**src/rtl/core/adc_scale_and_ema_filter_defines.svh**
```systemverilog
// Assertion macros shared by the filter RTL.
`ifndef ADC_SCALE_AND_EMA_FILTER_DEFINES_SVH
`define ADC_SCALE_AND_EMA_FILTER_DEFINES_SVH

// Same-cycle implication, checked outside reset.
`define ADCF_ASSERT_IMP(name, clk_s, rst_s, lhs, rhs, msg) \
  name: assert property (@(posedge clk_s) disable iff (rst_s) (lhs) |-> (rhs)) \
    else $error(msg);

// Next-cycle implication, checked outside reset.
`define ADCF_ASSERT_NXT(name, clk_s, rst_s, lhs, rhs, msg) \
  name: assert property (@(posedge clk_s) disable iff (rst_s) (lhs) |=> (rhs)) \
    else $error(msg);

`endif

```
**src/rtl/core/adcf_pkg.sv**
```systemverilog
`default_nettype none

package adcf_pkg;

  localparam int SLOT_COUNT_DEF = 64;
  localparam int FULL_SCALE_DEF = 4095;
  localparam int FRAME_SLOT_W   = 6;
  localparam int GAIN_W         = 24;
  localparam int ACC_W          = 32;
  localparam int PROD_W         = 56;

  localparam logic [15:0] EMPTY_MARK = 16'hFFFF;
  localparam logic [16:0] ALPHA_ONE  = 17'h10000;
  localparam logic [47:0] ROUND_HALF = 48'd32768;

  // Register reset values
  localparam logic [23:0] VOUT_GAIN_RST   = 24'd570778;
  localparam logic [23:0] VIN_GAIN_RST    = 24'd580944;
  localparam logic [23:0] IOUT_GAIN_RST   = 24'd95781;
  localparam logic [15:0] IOUT_OFFSET_RST = 16'hFFF8;
  localparam logic [16:0] ALPHA_RST       = 17'd13107;

  typedef enum logic [2:0] {
    REG_ENABLE      = 3'd0,
    REG_VOUT_GAIN   = 3'd1,
    REG_VIN_GAIN    = 3'd2,
    REG_IOUT_GAIN   = 3'd3,
    REG_IOUT_OFFSET = 3'd4,
    REG_ALPHA       = 3'd5
  } reg_idx_t;

  typedef enum logic [1:0] {
    ERR_NONE        = 2'd0,
    ERR_NOT_RUNNING = 2'd1,
    ERR_NO_DATA     = 2'd2
  } err_t;

  typedef struct packed {
    logic [15:0]             sample_vout;
    logic [15:0]             sample_vin;
    logic [15:0]             sample_iout;
    logic [FRAME_SLOT_W-1:0] frame_slot;
  } frame_t;

  typedef struct packed {
    logic        valid_res;
    err_t        error_code;
    logic [15:0] vout_mv;
    logic [15:0] vin_mv;
    logic [15:0] iout_ma;
    logic [11:0] echo_vout;
    logic [11:0] echo_vin;
    logic [11:0] echo_iout;
    logic [31:0] frame_count;
  } result_t;

  typedef struct packed {
    logic [2:0]  index;
    logic [23:0] data;
  } cfg_wr_t;

  // Microcode
  typedef logic [3:0] step_t;

  typedef enum logic [2:0] {
    OP_CHECK,
    OP_MUL_GAIN,
    OP_SCALE,
    OP_MUL_ALPHA,
    OP_UPDATE,
    OP_DONE
  } op_t;

  typedef enum logic [1:0] {
    CH_VOUT,
    CH_VIN,
    CH_IOUT
  } chan_t;

  typedef enum logic [1:0] {
    COND_NONE,
    COND_ERROR,
    COND_UNPRIMED
  } cond_t;

  typedef struct packed {
    op_t   op;
    chan_t ch;
    cond_t cond;
    step_t target;
  } ctrl_t;

  localparam step_t STEP_FIRST = 4'd0;
  localparam step_t STEP_VIN   = 4'd5;
  localparam step_t STEP_IOUT  = 4'd9;
  localparam step_t STEP_DONE  = 4'd13;

  function automatic ctrl_t adcf_ucode(input step_t s);
    ctrl_t c;
    c = '{op: OP_DONE, ch: CH_VOUT, cond: COND_NONE, target: STEP_DONE};
    unique case (s)
      4'd0:  c = '{op: OP_CHECK,     ch: CH_VOUT, cond: COND_ERROR,    target: STEP_DONE};
      4'd1:  c = '{op: OP_MUL_GAIN,  ch: CH_VOUT, cond: COND_NONE,     target: STEP_DONE};
      4'd2:  c = '{op: OP_SCALE,     ch: CH_VOUT, cond: COND_UNPRIMED, target: STEP_VIN};
      4'd3:  c = '{op: OP_MUL_ALPHA, ch: CH_VOUT, cond: COND_NONE,     target: STEP_DONE};
      4'd4:  c = '{op: OP_UPDATE,    ch: CH_VOUT, cond: COND_NONE,     target: STEP_DONE};
      4'd5:  c = '{op: OP_MUL_GAIN,  ch: CH_VIN,  cond: COND_NONE,     target: STEP_DONE};
      4'd6:  c = '{op: OP_SCALE,     ch: CH_VIN,  cond: COND_UNPRIMED, target: STEP_IOUT};
      4'd7:  c = '{op: OP_MUL_ALPHA, ch: CH_VIN,  cond: COND_NONE,     target: STEP_DONE};
      4'd8:  c = '{op: OP_UPDATE,    ch: CH_VIN,  cond: COND_NONE,     target: STEP_DONE};
      4'd9:  c = '{op: OP_MUL_GAIN,  ch: CH_IOUT, cond: COND_NONE,     target: STEP_DONE};
      4'd10: c = '{op: OP_SCALE,     ch: CH_IOUT, cond: COND_UNPRIMED, target: STEP_DONE};
      4'd11: c = '{op: OP_MUL_ALPHA, ch: CH_IOUT, cond: COND_NONE,     target: STEP_DONE};
      4'd12: c = '{op: OP_UPDATE,    ch: CH_IOUT, cond: COND_NONE,     target: STEP_DONE};
      default: c = '{op: OP_DONE,    ch: CH_VOUT, cond: COND_NONE,     target: STEP_DONE};
    endcase
    return c;
  endfunction

endpackage

`default_nettype wire

```
**src/rtl/core/adcf_frame_if.sv**
```systemverilog
`default_nettype none

interface adcf_frame_if import adcf_pkg::*; ();
  logic   valid;
  logic   ready;
  frame_t data;

  modport source (output valid, output data, input ready);
  modport sink (input valid, input data, output ready);
endinterface

`default_nettype wire

```
**src/rtl/core/adcf_result_if.sv**
```systemverilog
`default_nettype none

interface adcf_result_if import adcf_pkg::*; ();
  logic    valid;
  logic    ready;
  result_t data;

  modport source (output valid, output data, input ready);
  modport sink (input valid, input data, output ready);
endinterface

`default_nettype wire

```
**src/rtl/core/adcf_cfg_if.sv**
```systemverilog
`default_nettype none

interface adcf_cfg_if import adcf_pkg::*; ();
  logic    valid;
  logic    ready;
  cfg_wr_t data;

  modport source (output valid, output data, input ready);
  modport sink (input valid, input data, output ready);
endinterface

`default_nettype wire

```
**src/rtl/core/adc_scale_and_ema_filter.sv**
```systemverilog
`default_nettype none
// Channel   Modport  Payload                                   Transaction
// frame     sink     three raw samples, buffer slot            valid & ready
// result    source   status, filtered values, echoes, count    valid & ready
// cfg       sink     register index, write data                valid & ready
//
// A good frame with primed filters runs a check step, then four microcode steps
// per channel on one shared 32x24 multiplier, before its result is loaded.
// The first good frame loads the filters and skips the filter steps; a rejected
// frame jumps to its result. The next frame is taken once the result is loaded.
// Reset (rst, synchronous) clears filters, slot tracking and the counter and
// loads register defaults. A stalled result holds the sequencer at its last step.

`include "adc_scale_and_ema_filter_defines.svh"

module adc_scale_and_ema_filter import adcf_pkg::*; #(
  parameter int SLOT_COUNT = SLOT_COUNT_DEF,
  parameter int FULL_SCALE = FULL_SCALE_DEF
) (
  input  wire logic     clk,
  input  wire logic     rst,
  adcf_frame_if.sink    frame,
  adcf_result_if.source result,
  adcf_cfg_if.sink      cfg
);

  localparam int SLOT_W = (SLOT_COUNT > 1) ? $clog2(SLOT_COUNT) : 1;
  localparam int CMP_W  = ((SLOT_W > FRAME_SLOT_W) ? SLOT_W : FRAME_SLOT_W) + 1;
  localparam logic [15:0]       FULL_SCALE_V = 16'(FULL_SCALE);
  localparam logic [CMP_W-1:0]  SLOT_LIMIT   = CMP_W'(SLOT_COUNT);
  localparam logic [SLOT_W-1:0] SLOT_LAST    = SLOT_W'(SLOT_COUNT - 1);

  // Configuration registers
  logic              enable;
  logic [GAIN_W-1:0] vout_gain;
  logic [GAIN_W-1:0] vin_gain;
  logic [GAIN_W-1:0] iout_gain;
  logic [15:0]       iout_offset;
  logic [16:0]       alpha;

  // Filter and frame-tracking state
  logic [ACC_W-1:0]  vout_acc;
  logic [ACC_W-1:0]  vin_acc;
  logic [ACC_W-1:0]  iout_acc;
  logic              primed;
  logic              slot_seen;
  logic [SLOT_W-1:0] prior_slot;
  logic [31:0]       new_frames;

  // Sequencer and datapath registers
  logic              busy;
  step_t             step;
  err_t              err;
  logic [15:0]       smp_vout;
  logic [15:0]       smp_vin;
  logic [15:0]       smp_iout;
  logic [SLOT_W-1:0] slot;
  logic [PROD_W-1:0] prod;
  logic [ACC_W-1:0]  diff;
  logic              rising;
  logic              out_valid;
  result_t           res;

  // Combinational signals
  ctrl_t             ctrl;
  logic              accept;
  logic              can_emit;
  logic              emit;
  logic              cond_hit;
  logic [CMP_W-1:0]  slot_wide;
  logic [SLOT_W-1:0] slot_clamped;
  logic              bad_data;
  err_t              err_in;
  logic [15:0]       raw_sel;
  logic [GAIN_W-1:0] gain_sel;
  logic [ACC_W-1:0]  acc_sel;
  logic [16:0]       alpha_eff;
  logic [ACC_W-1:0]  mul_a;
  logic [GAIN_W-1:0] mul_b;
  logic [41:0]       offset_term;
  logic [41:0]       scaled_sum;
  logic [ACC_W-1:0]  scaled;
  logic [47:0]       rounded;
  logic [ACC_W-1:0]  ema_step;
  logic [ACC_W-1:0]  acc_new;
  logic              frame_new;
  logic [31:0]       new_frames_next;

  assign frame.ready  = !busy && !rst;
  assign cfg.ready    = 1'b1;
  assign result.valid = out_valid;
  assign result.data  = res;

  assign accept   = frame.valid && frame.ready;
  assign can_emit = !out_valid || result.ready;
  assign ctrl     = adcf_ucode(step);
  assign emit     = busy && (ctrl.op == OP_DONE) && can_emit;

  // Fold out-of-range slots onto the last slot.
  assign slot_wide    = CMP_W'(frame.data.frame_slot);
  assign slot_clamped = (slot_wide >= SLOT_LIMIT) ? SLOT_LAST : SLOT_W'(slot_wide);

  // Classify the incoming frame; not-running wins over bad data.
  always_comb begin
    bad_data = (frame.data.sample_vout == EMPTY_MARK) ||
               (frame.data.sample_vin == EMPTY_MARK) ||
               (frame.data.sample_iout == EMPTY_MARK) ||
               (frame.data.sample_vout > FULL_SCALE_V) ||
               (frame.data.sample_vin > FULL_SCALE_V) ||
               (frame.data.sample_iout > FULL_SCALE_V);
    if (!enable) begin
      err_in = ERR_NOT_RUNNING;
    end else if (bad_data) begin
      err_in = ERR_NO_DATA;
    end else begin
      err_in = ERR_NONE;
    end
  end

  // Route the channel that the current microcode step names.
  always_comb begin
    unique case (ctrl.ch)
      CH_VOUT: begin
        raw_sel  = smp_vout;
        gain_sel = vout_gain;
        acc_sel  = vout_acc;
      end
      CH_VIN: begin
        raw_sel  = smp_vin;
        gain_sel = vin_gain;
        acc_sel  = vin_acc;
      end
      CH_IOUT: begin
        raw_sel  = smp_iout;
        gain_sel = iout_gain;
        acc_sel  = iout_acc;
      end
      default: begin
        raw_sel  = smp_vout;
        gain_sel = vout_gain;
        acc_sel  = vout_acc;
      end
    endcase
  end

  // Shared multiplier operands: gain times raw, or alpha times distance.
  assign alpha_eff = (alpha[16] && (alpha[15:0] != 16'd0)) ? ALPHA_ONE : alpha;
  assign mul_a = (ctrl.op == OP_MUL_ALPHA) ? diff : ACC_W'(raw_sel);
  assign mul_b = (ctrl.op == OP_MUL_ALPHA) ? GAIN_W'(alpha_eff) : gain_sel;

  // Scale: add the iout offset in Q16 (iout only), clamp to the unsigned 32-bit range.
  always_comb begin
    offset_term = (ctrl.ch == CH_IOUT) ?
                  {{10{iout_offset[15]}}, iout_offset, 16'h0000} : 42'd0;
    scaled_sum  = {2'b00, prod[39:0]} + offset_term;
    if (scaled_sum[41]) begin
      scaled = '0;
    end else if (scaled_sum[40:32] != 9'd0) begin
      scaled = '1;
    end else begin
      scaled = scaled_sum[31:0];
    end
  end

  // Filter step: round alpha * distance half up, move the accumulator by it.
  assign rounded  = prod[47:0] + ROUND_HALF;
  assign ema_step = rounded[47:16];
  assign acc_new  = rising ? (acc_sel + ema_step) : (acc_sel - ema_step);

  // Conditional jump of the microcode.
  always_comb begin
    unique case (ctrl.cond)
      COND_NONE:     cond_hit = 1'b0;
      COND_ERROR:    cond_hit = (err != ERR_NONE);
      COND_UNPRIMED: cond_hit = !primed;
      default:       cond_hit = 1'b0;
    endcase
  end

  // Count a frame when it is the first good one or its slot moved.
  assign frame_new       = (err == ERR_NONE) && (!slot_seen || (slot != prior_slot));
  assign new_frames_next = new_frames + 32'(frame_new);

  always_ff @(posedge clk) begin
    if (rst) begin
      enable      <= 1'b0;
      vout_gain   <= VOUT_GAIN_RST;
      vin_gain    <= VIN_GAIN_RST;
      iout_gain   <= IOUT_GAIN_RST;
      iout_offset <= IOUT_OFFSET_RST;
      alpha       <= ALPHA_RST;
      vout_acc    <= '0;
      vin_acc     <= '0;
      iout_acc    <= '0;
      primed      <= 1'b0;
      slot_seen   <= 1'b0;
      prior_slot  <= '0;
      new_frames  <= '0;
      busy        <= 1'b0;
      step        <= STEP_FIRST;
      out_valid   <= 1'b0;
    end else begin
      // Register writes; unknown indexes drop.
      if (cfg.valid && cfg.ready) begin
        unique case (cfg.data.index)
          REG_ENABLE:      enable      <= cfg.data.data[0];
          REG_VOUT_GAIN:   vout_gain   <= cfg.data.data;
          REG_VIN_GAIN:    vin_gain    <= cfg.data.data;
          REG_IOUT_GAIN:   iout_gain   <= cfg.data.data;
          REG_IOUT_OFFSET: iout_offset <= cfg.data.data[15:0];
          REG_ALPHA:       alpha       <= cfg.data.data[16:0];
          default: ;
        endcase
      end

      // Raise valid as a result loads; drop it once taken.
      if (emit) begin
        out_valid <= 1'b1;
      end else if (out_valid && result.ready) begin
        out_valid <= 1'b0;
      end

      if (accept) begin
        // Latch the frame and start the program.
        smp_vout <= frame.data.sample_vout;
        smp_vin  <= frame.data.sample_vin;
        smp_iout <= frame.data.sample_iout;
        slot     <= slot_clamped;
        err      <= err_in;
        busy     <= 1'b1;
        step     <= STEP_FIRST;
      end else if (busy) begin
        unique case (ctrl.op)
          OP_CHECK: begin
            step <= cond_hit ? ctrl.target : step + 4'd1;
          end
          OP_MUL_GAIN, OP_MUL_ALPHA: begin
            prod <= PROD_W'(mul_a) * PROD_W'(mul_b);
            step <= step + 4'd1;
          end
          OP_SCALE: begin
            // Unprimed: load the filter and skip to the next channel (after iout, to the result).
            if (!primed) begin
              unique case (ctrl.ch)
                CH_VOUT: vout_acc <= scaled;
                CH_VIN:  vin_acc  <= scaled;
                CH_IOUT: iout_acc <= scaled;
                default: ;
              endcase
            end
            rising <= (scaled >= acc_sel);
            diff   <= (scaled >= acc_sel) ? (scaled - acc_sel) : (acc_sel - scaled);
            step   <= cond_hit ? ctrl.target : step + 4'd1;
          end
          OP_UPDATE: begin
            unique case (ctrl.ch)
              CH_VOUT: vout_acc <= acc_new;
              CH_VIN:  vin_acc  <= acc_new;
              CH_IOUT: iout_acc <= acc_new;
              default: ;
            endcase
            step <= step + 4'd1;
          end
          OP_DONE: begin
            // Hold here until the output register is free.
            if (can_emit) begin
              res.valid_res   <= (err == ERR_NONE);
              res.error_code  <= err;
              res.vout_mv     <= vout_acc[31:16];
              res.vin_mv      <= vin_acc[31:16];
              res.iout_ma     <= iout_acc[31:16];
              res.echo_vout   <= (err == ERR_NONE) ? smp_vout[11:0] : 12'd0;
              res.echo_vin    <= (err == ERR_NONE) ? smp_vin[11:0] : 12'd0;
              res.echo_iout   <= (err == ERR_NONE) ? smp_iout[11:0] : 12'd0;
              res.frame_count <= new_frames_next;
              busy            <= 1'b0;
              new_frames      <= new_frames_next;
              if (frame_new) begin
                prior_slot <= slot;
                slot_seen  <= 1'b1;
              end
              if (err == ERR_NONE) begin
                primed <= 1'b1;
              end
            end
          end
          default: begin
            step <= STEP_DONE;
          end
        endcase
      end
    end
  end

  `ADCF_ASSERT_NXT(a_accept_starts, clk, rst, accept, busy && (step == STEP_FIRST), "frame not started")
  `ADCF_ASSERT_NXT(a_primed_sticks, clk, rst, primed, primed, "primed flag cleared")
  `ADCF_ASSERT_IMP(a_count_on_good, clk, rst, !$stable(new_frames), $past(busy && (err == ERR_NONE)), "count moved on rejected frame")
  `ADCF_ASSERT_NXT(a_done_holds, clk, rst, busy && (step == STEP_DONE) && out_valid && !result.ready, busy && (step == STEP_DONE), "result overwritten while stalled")

endmodule

`default_nettype wire

```
**src/flat_wrapper.sv**
```systemverilog
// flat-port wrapper written by rule: the top's interface ports become plain ports
module adc_scale_and_ema_filter_flat import adcf_pkg::*;
#(
  parameter int SLOT_COUNT = SLOT_COUNT_DEF,
  parameter int FULL_SCALE = FULL_SCALE_DEF
)
  (clk, rst, frame_valid, frame_data, frame_ready, result_valid, result_data, result_ready, cfg_valid, cfg_data, cfg_ready);
  adcf_frame_if frame_i ();
  adcf_result_if result_i ();
  adcf_cfg_if cfg_i ();
  input  wire logic clk;
  input  wire logic rst;
  input wire logic [$bits(frame_i.valid)-1:0] frame_valid;
  input wire logic [$bits(frame_i.data)-1:0] frame_data;
  output wire logic [$bits(frame_i.ready)-1:0] frame_ready;
  output wire logic [$bits(result_i.valid)-1:0] result_valid;
  output wire logic [$bits(result_i.data)-1:0] result_data;
  input wire logic [$bits(result_i.ready)-1:0] result_ready;
  input wire logic [$bits(cfg_i.valid)-1:0] cfg_valid;
  input wire logic [$bits(cfg_i.data)-1:0] cfg_data;
  output wire logic [$bits(cfg_i.ready)-1:0] cfg_ready;
  assign frame_i.valid = frame_valid;
  assign frame_i.data = frame_data;
  assign frame_ready = frame_i.ready;
  assign result_valid = result_i.valid;
  assign result_data = result_i.data;
  assign result_i.ready = result_ready;
  assign cfg_i.valid = cfg_valid;
  assign cfg_i.data = cfg_data;
  assign cfg_ready = cfg_i.ready;
  adc_scale_and_ema_filter #(.SLOT_COUNT(SLOT_COUNT), .FULL_SCALE(FULL_SCALE)) u_core (.clk(clk), .rst(rst), .frame(frame_i), .result(result_i), .cfg(cfg_i));
endmodule
```
**config.mk**
```make
export PLATFORM = sky130hd
export DESIGN_NAME = adc_scale_and_ema_filter_flat
export DESIGN_NICKNAME = d
export VERILOG_FILES = /design/src/rtl/core/adcf_pkg.sv /design/src/rtl/core/adcf_frame_if.sv /design/src/rtl/core/adcf_result_if.sv /design/src/rtl/core/adcf_cfg_if.sv /design/src/rtl/core/adc_scale_and_ema_filter.sv /design/src/flat_wrapper.sv
export VERILOG_INCLUDE_DIRS = /design/src /design/src/rtl/core
export SDC_FILE = /design/constraint.sdc
export NUM_CORES = 2
export LEC_CHECK = 0
export BUFFER_PORTS_ARGS = -buffer_cell sky130_fd_sc_hd__clkbuf_2
export CAP_MARGIN = 20
export CORE_MARGIN = 3
export CORE_UTILIZATION = 60
export DETAILED_ROUTE_END_ITERATION = 10
export PLACE_DENSITY = 0.78
export SLEW_MARGIN = 20
export SYNTH_ARGS = -nofsm -noshare
export SYNTH_HDL_FRONTEND = slang
export SYNTH_SLANG_ARGS = --single-unit
export TNS_END_PERCENT = 1
```
**constraint.sdc**
```tcl
create_clock -name clk -period 12.17 [get_ports clk]
set_input_delay 2.434 -clock clk [delete_from_list [all_inputs] [get_ports clk]]
set_output_delay 2.434 -clock clk [all_outputs]
set_load 0.1 [all_outputs]
```
**Word-level counts from Yosys, hierarchy flattened**

Memory sizes are Yosys's and may differ from the RTL's. A register that Yosys moved wholly into a read port is not among the register bits.
Index checks and enable logic that the tools add are counted.

- Equal/unequal tests: 25
- Reductions and logical operators: 49
- Bitwise gates (word level): 3
- Order comparisons: 5
- $mul: 1
- Mux-type cells: 35
- $add $sub $neg: 8

Operator list:

| kind | count |
|---|---|
| $mux 32 | 14 |
| $pmux 32 s2 | 4 |
| $sub 32x32->32 | 3 |
| $add 48x16->48 const B | 1 |
| $eq 16x16->1 const B | 3 |
| $gt 16x12->1 const B | 3 |
| $mul 32x24->48 | 1 |
| $pmux 24 s2 | 1 |
| $add 40x42->42 | 1 |
| $mux 42 | 1 |
| $add 32x1->32 | 1 |
| $add 32x32->32 | 1 |
| $ge 32x32->1 | 1 |
| $pmux 16 s2 | 1 |
| $mux 24 | 1 |
| $reduce_and 6->1 | 3 |
| $mux 17 | 1 |
| $reduce_and 2->1 | 8 |
| $reduce_bool 16->1 | 1 |
| $reduce_and 5->1 | 3 |
| $eq 3x2->1 const B | 4 |
| $eq 3x3->1 const B | 4 |
| $mux 4 | 3 |
| $pmux 4 s3 | 1 |
| 22 further kinds | 61 |

- Register bits after elaboration: 504
- Bits of input ports: 86
- Output and inout port bits: 122
- Word-level logic and storage cells: 160
- ROM bits: 144
- Memories: 1

Memory list:

| memory | depth | width | rd ports | clocked after memory_dff | write ports | line | source |
|---|---|---|---|---|---|---|---|
| (no name shown) | 16 | 9 | 1 | 1 | 0 | adcf_pkg.sv:101 | `unique case (s)` |

**Depth between registers and ports, before layout**

- Depth in word-level cells: 9
- Depth in mapped cells: 36
- Mapped depth without buffers: 31

**Least setup slack after synthesis**

OpenSTA, ideal clock, no wires.

- Path kind: register -> register
- Start point: reg, netlist name u_core.ctrl[6]
- End point: reg u_core.prod[44] (data pin)
- Buffers on the path: 5
- Stages on the path, launching flop included: 35
- Data required time: 11904 ps
- Clock period less this slack: 8748 ps
- Setup time: 266 ps
- Arrival time: 8482 ps
- Slack: 3422 ps
- Cell sequence: dfxtp_1 > inv_1 > ha_1 > clkbuf_1 > clkbuf_1 > clkbuf_1 > a211oi_1 > a21oi_1 > clkbuf_1 > nor2_1 > fa_1 > inv_1 > fa_1 > inv_1 > fa_1 > inv_1 > fa_1 > inv_1 > fa_1 > fa_1 > inv_1 > fa_1 > inv_1 > ha_1 > clkbuf_1 > o21ai_0 > a21oi_1 > a221oi_1 > o22ai_1 > o211ai_1 > o21ai_0 > a31oi_1 > o41ai_1 > o41ai_1 > xnor2_1

- Word-level cells in the longest chain between the ends: 4
- Elaborated cells between the ends (all ways): 7
- Those cells by class: 1 x mul; 2 x eq/ne; 4 x mux

RTL lines:

| item | line | source |
|---|---|---|
| $eq 2x2->1 / $eq 2x1->1 (equally long branches) | adc_scale_and_ema_filter.sv:122 | `unique case (ctrl.ch)` |
| $pmux 16 s2 / $pmux 24 s2 (equally long branches) | adc_scale_and_ema_filter.sv:122 |  |
| $mux 32 / $mux 24 (equally long branches) | adc_scale_and_ema_filter.sv:148, adc_scale_and_ema_filter.sv:149 |  |
| $mul 32x24->48 (*) | adc_scale_and_ema_filter.sv:238 | `prod <= PROD_W'(mul_a) * PROD_W'(mul_b);` |
| end signal: assignment | adc_scale_and_ema_filter.sv:238 |  |
| end: declaration | adc_scale_and_ema_filter.sv:58 | `logic [PROD_W-1:0] prod;` |

Mark *: on every way between the ends. The rest lies on a longest branch, timed or not.
A chain may end at the register's enable or synchronous reset.

**Final worst setup path**

- Start point: reg u_core.alpha[0]
- End point: reg u_core.prod[46] (data pin)

- Word-level cells in the longest chain between the ends: 5

RTL lines:

| item | line | source |
|---|---|---|
| start: declaration | adc_scale_and_ema_filter.sv:39 | `logic [16:0] alpha;` |
| start signal: assignment | adc_scale_and_ema_filter.sv:211 | `REG_ALPHA: alpha <= cfg.data.data[16:0];` |
| $reduce_bool 16->1 | adc_scale_and_ema_filter.sv:147 | `assign alpha_eff = (alpha[16] && (alpha[15:0] != 16'd0)) ? ALPHA_ONE : alpha;` |
| $logic_and 1x1->1 | adc_scale_and_ema_filter.sv:147 |  |
| $mux 17 (*) | adc_scale_and_ema_filter.sv:147 |  |
| $mux 24 (*) | adc_scale_and_ema_filter.sv:149 | `assign mul_b = (ctrl.op == OP_MUL_ALPHA) ? GAIN_W'(alpha_eff) : gain_sel;` |
| $mul 32x24->48 (*) | adc_scale_and_ema_filter.sv:238 |  |

Marked as above.

==> results.json <==
{
  "clock-sinks": 513,
  "die_x_um": 297.4,
  "grt_pass1_vias": 40575,
  "worst_path_max_delay_cell": "and2_1",
  "worst_hold_startpoint": "u_core.slot_seen",
  "final_cells": 6928,
  "crit_fanout": 26,
  "antenna_found_initial": 5,
  "yosys_warnings": 0,
  "cp.arrival_ns": 10.53,
  "r2r-start": "u_core.alpha[0]",
  "grt_max_degree": 113,
  "synth_xor_xnor_area_share": 0.04170,
  "run_status": "finished, final reports clean",
  "hold_end": "u_core.slot_seen",
  "whs_ns": 0.4505,
  "synth.distinct_cells": 98,
  "vias": 41098,
  "synth-adder-area-share": 0.3157,
  "synth_top_family_by_area": "adder cells",
  "slew_viol_final": 0,
  "root_buffer": "clkbuf_16",
  "dr.first_iter.drc_count": 4011,
  "cp_top_family": "adder cells",
  "async_reset_ff_frac": 0,
  "synth_seq_cells": 513,
  "clock_skew_ns": 0.03075,
  "startpoint_type": "register",
  "worst_path_most_repeated_cell": "fa_1",
  "syn2layout_area_growth_pct": 7.887,
  "path_buf_inv": 5,
  "grtUsageTotal": 0.3265,
  "critPathMaxStageDelay_ns": 0.83,
  "cts_resized": 0,
  "rows": 106,
  "layout.nets": 6739,
  "ant_nets": 0,
  "drive_above_1_share": 0.08474,
  "critPathKind": "register to register",
  "finalCriticalPeriod_ns": 10.17,
  "reg2reg_to": "u_core.prod[46]",
  "cts_hold_buf": 0,
  "rsz0062_at_grt": "no",
  "cts_tree": "yes",
  "synth.area.top_cells": "fa_1 25%, edfxtp_1 15%, dfxtp_1 10%",
  "route.detailed.drc": 0,
  "io_buffers": 206,
  "hold_depth": 2,
  "yosys.area.top_type": "fa_1",
  "routed_wirelength_um": 144100,
  "gp_congestion": 0.9908,
  "drt_pass1_iterations": 6,
  "finish.utilization": 0.6548,
  "final_common_cell": "inv_1",
  "tns_ns": 0,
  "die_area_um2": 88450,
  "grt_pass1_wl_um": 227500,
  "synth_area_per_cell_um2": 9.029,
  "antenna_cells": 0,
  "fmax_ghz": 0.09832,
  "synth_mux_area_frac": 0.007097,
  "finalHoldViolCount": 0,
  "fill_cells": 6908,
  "r2r_slack_ns": 2.00,
  "worst_slew_pin_slew_ns": 1.185,
  "final_cell_mix": "838 x inv_1, 643 x nor2_1, 636 x fa_1, 517 x nand2_1, 317 x a21oi_1",
  "endpoint_kind": "register",
  "placed_cells": 6828,
  "via_per_inst": 5.932,
  "routedWlPerCell_um": 20.81,
  "die_y_um": 297.4,
  "synth-compound-area-share": 0.1293,
  "synth_area_um2": 50950,
  "synth_edf_count": 256,
  "place_hpwl_um": 114500,
  "num_io_pins": 208,
  "hold_class": "register to register",
  "cts_made_buffers": 53,
  "min_period_over_period": 0.8357,
  "netlist_instances": 5643,
  "drv_cap": 0,
  "critPathRequiredTime_ns": 12.53,
  "path_clk_slew_ns": 0.06,
  "finalSetupViolCount": 0,
  "cts.path.max_buffers": 3,
  "slew_headroom": 0.2101,
  "core_um2": 83950,
  "initial_core_util": 0.6069,
  "synth_ff_type": "dfxtp_1",
  "post-cts-setup-buffer-count": 0,
  "overflow": 0,
  "yosys.area_share.simple": 0.1683,
  "rr_worst_depth": 29,
  "worstSkewPairLatency_ns": 0.64,
  "htreeDepth": 2,
  "yosys.area.top_type_share": 0.2499,
  "seq_area_frac_synth": 0.2518
}
-- cells by family after synthesis --
kind of cell | Yosys count
multiplexers | 34
buffers and inverters | 1139
AND/OR/NAND/NOR | 1822
adder cells (fa/ha/maj) | 904
XOR/XNOR | 241
other | 2
flip-flops | 513
AO/OA/AOI/OAI | 988
-- tightest hold or removal path, delay by kind of cell, from the launching register on --
family,cells,cell delay [ns]
AO/OA/AOI/OAI,1,0.05
flip-flops,1,0.31
buffers and inverters,1,0.05
-- routing by layer --
layer	up-vias	global-route usage	wire length (um)	share of wire
li1	18593	-	-	-
met1	20232	0.4370	57270	0.40
met2	1925	0.5231	66240	0.46
met3	346	0.06838	13960	0.097
met4	2	0.1294	6659	0.046
met5	-	0	13	0.000090
-- flip-flops by register name (all words and copies together), names as in the netlist, 16 cells and up --
signal,count
u_core.iout_gain,24
u_core.vin_acc,32
u_core.vout_acc,32
u_core.smp_vout,16
u_core.iout_acc,32
u_core.vin_gain,24
u_core.diff,32
u_core.iout_offset,16
u_core.smp_vin,16
u_core.smp_iout,16
u_core.new_frames,32
u_core.alpha,17
u_core.prod,48
u_core.result.data,119
u_core.vout_gain,24
-- cell usage after synthesis, drive strengths merged, types with 24 or more instances --
library cell and instances:
o21bai 32, mux2i 26, nand2 519, buf 63
fa 636, nand3 86, ha 268, a21oi 333
nand3b 48, or3 24, dfxtp 257, or2 31
a21o 85, nand2b 53, nor2 647, nand4 42
clkbuf 238, o21a 24, and2 106, a22oi 81
a311oi 49, xnor2 143, o21ai 136, a31oi 36
xor2 97, and3 122, nor3 45, nor2b 50
inv 838, edfxtp 256, a211oi 83
-- worst max-delay path by stage --
stage	start	endpoint	slack, ns	cells after the start
floorplan	u_core.ctrl[6]	u_core.prod[44]	3.42	34
global placement	u_core.alpha[1]	u_core.prod[46]	2.31	28
detailed placement	u_core.alpha[1]	u_core.prod[46]	2.26	29
CTS	u_core.alpha[1]	u_core.prod[46]	2.19	29
global route	u_core.alpha[1]	u_core.prod[44]	1.41	28
finish	u_core.alpha[0]	u_core.prod[46]	2.00	29
-- through the flow --
stage                     instance area [um2]  setup WS [ns]
after floorplan                         51240          3.422
final                                   54970          1.999
after global routing                    54970          1.414
after detailed placement                53190          2.260
after CTS                               54960          2.194
after global placement                  53150          2.307
-- cell type report --
| cell class | count | area (um2) | share of cell area |
|---|---|---|---|
| Inverter | 838 | 3146 | 0.05722 |
| Clock inverter | 29 | 322.8 | 0.005872 |
| Sequential cell | 513 | 12830 | 0.2334 |
| Tap cell | 1134 | 1419 | 0.02581 |
| Timing Repair Buffer | 276 | 1570 | 0.02856 |
| Clock buffer | 71 | 1454 | 0.02645 |
| Multi-Input combinational cell | 4067 | 34230 | 0.6226 |
Power is not shown: default switching activity piles up to over one toggle a cycle in this logic, so the estimate is an artifact.
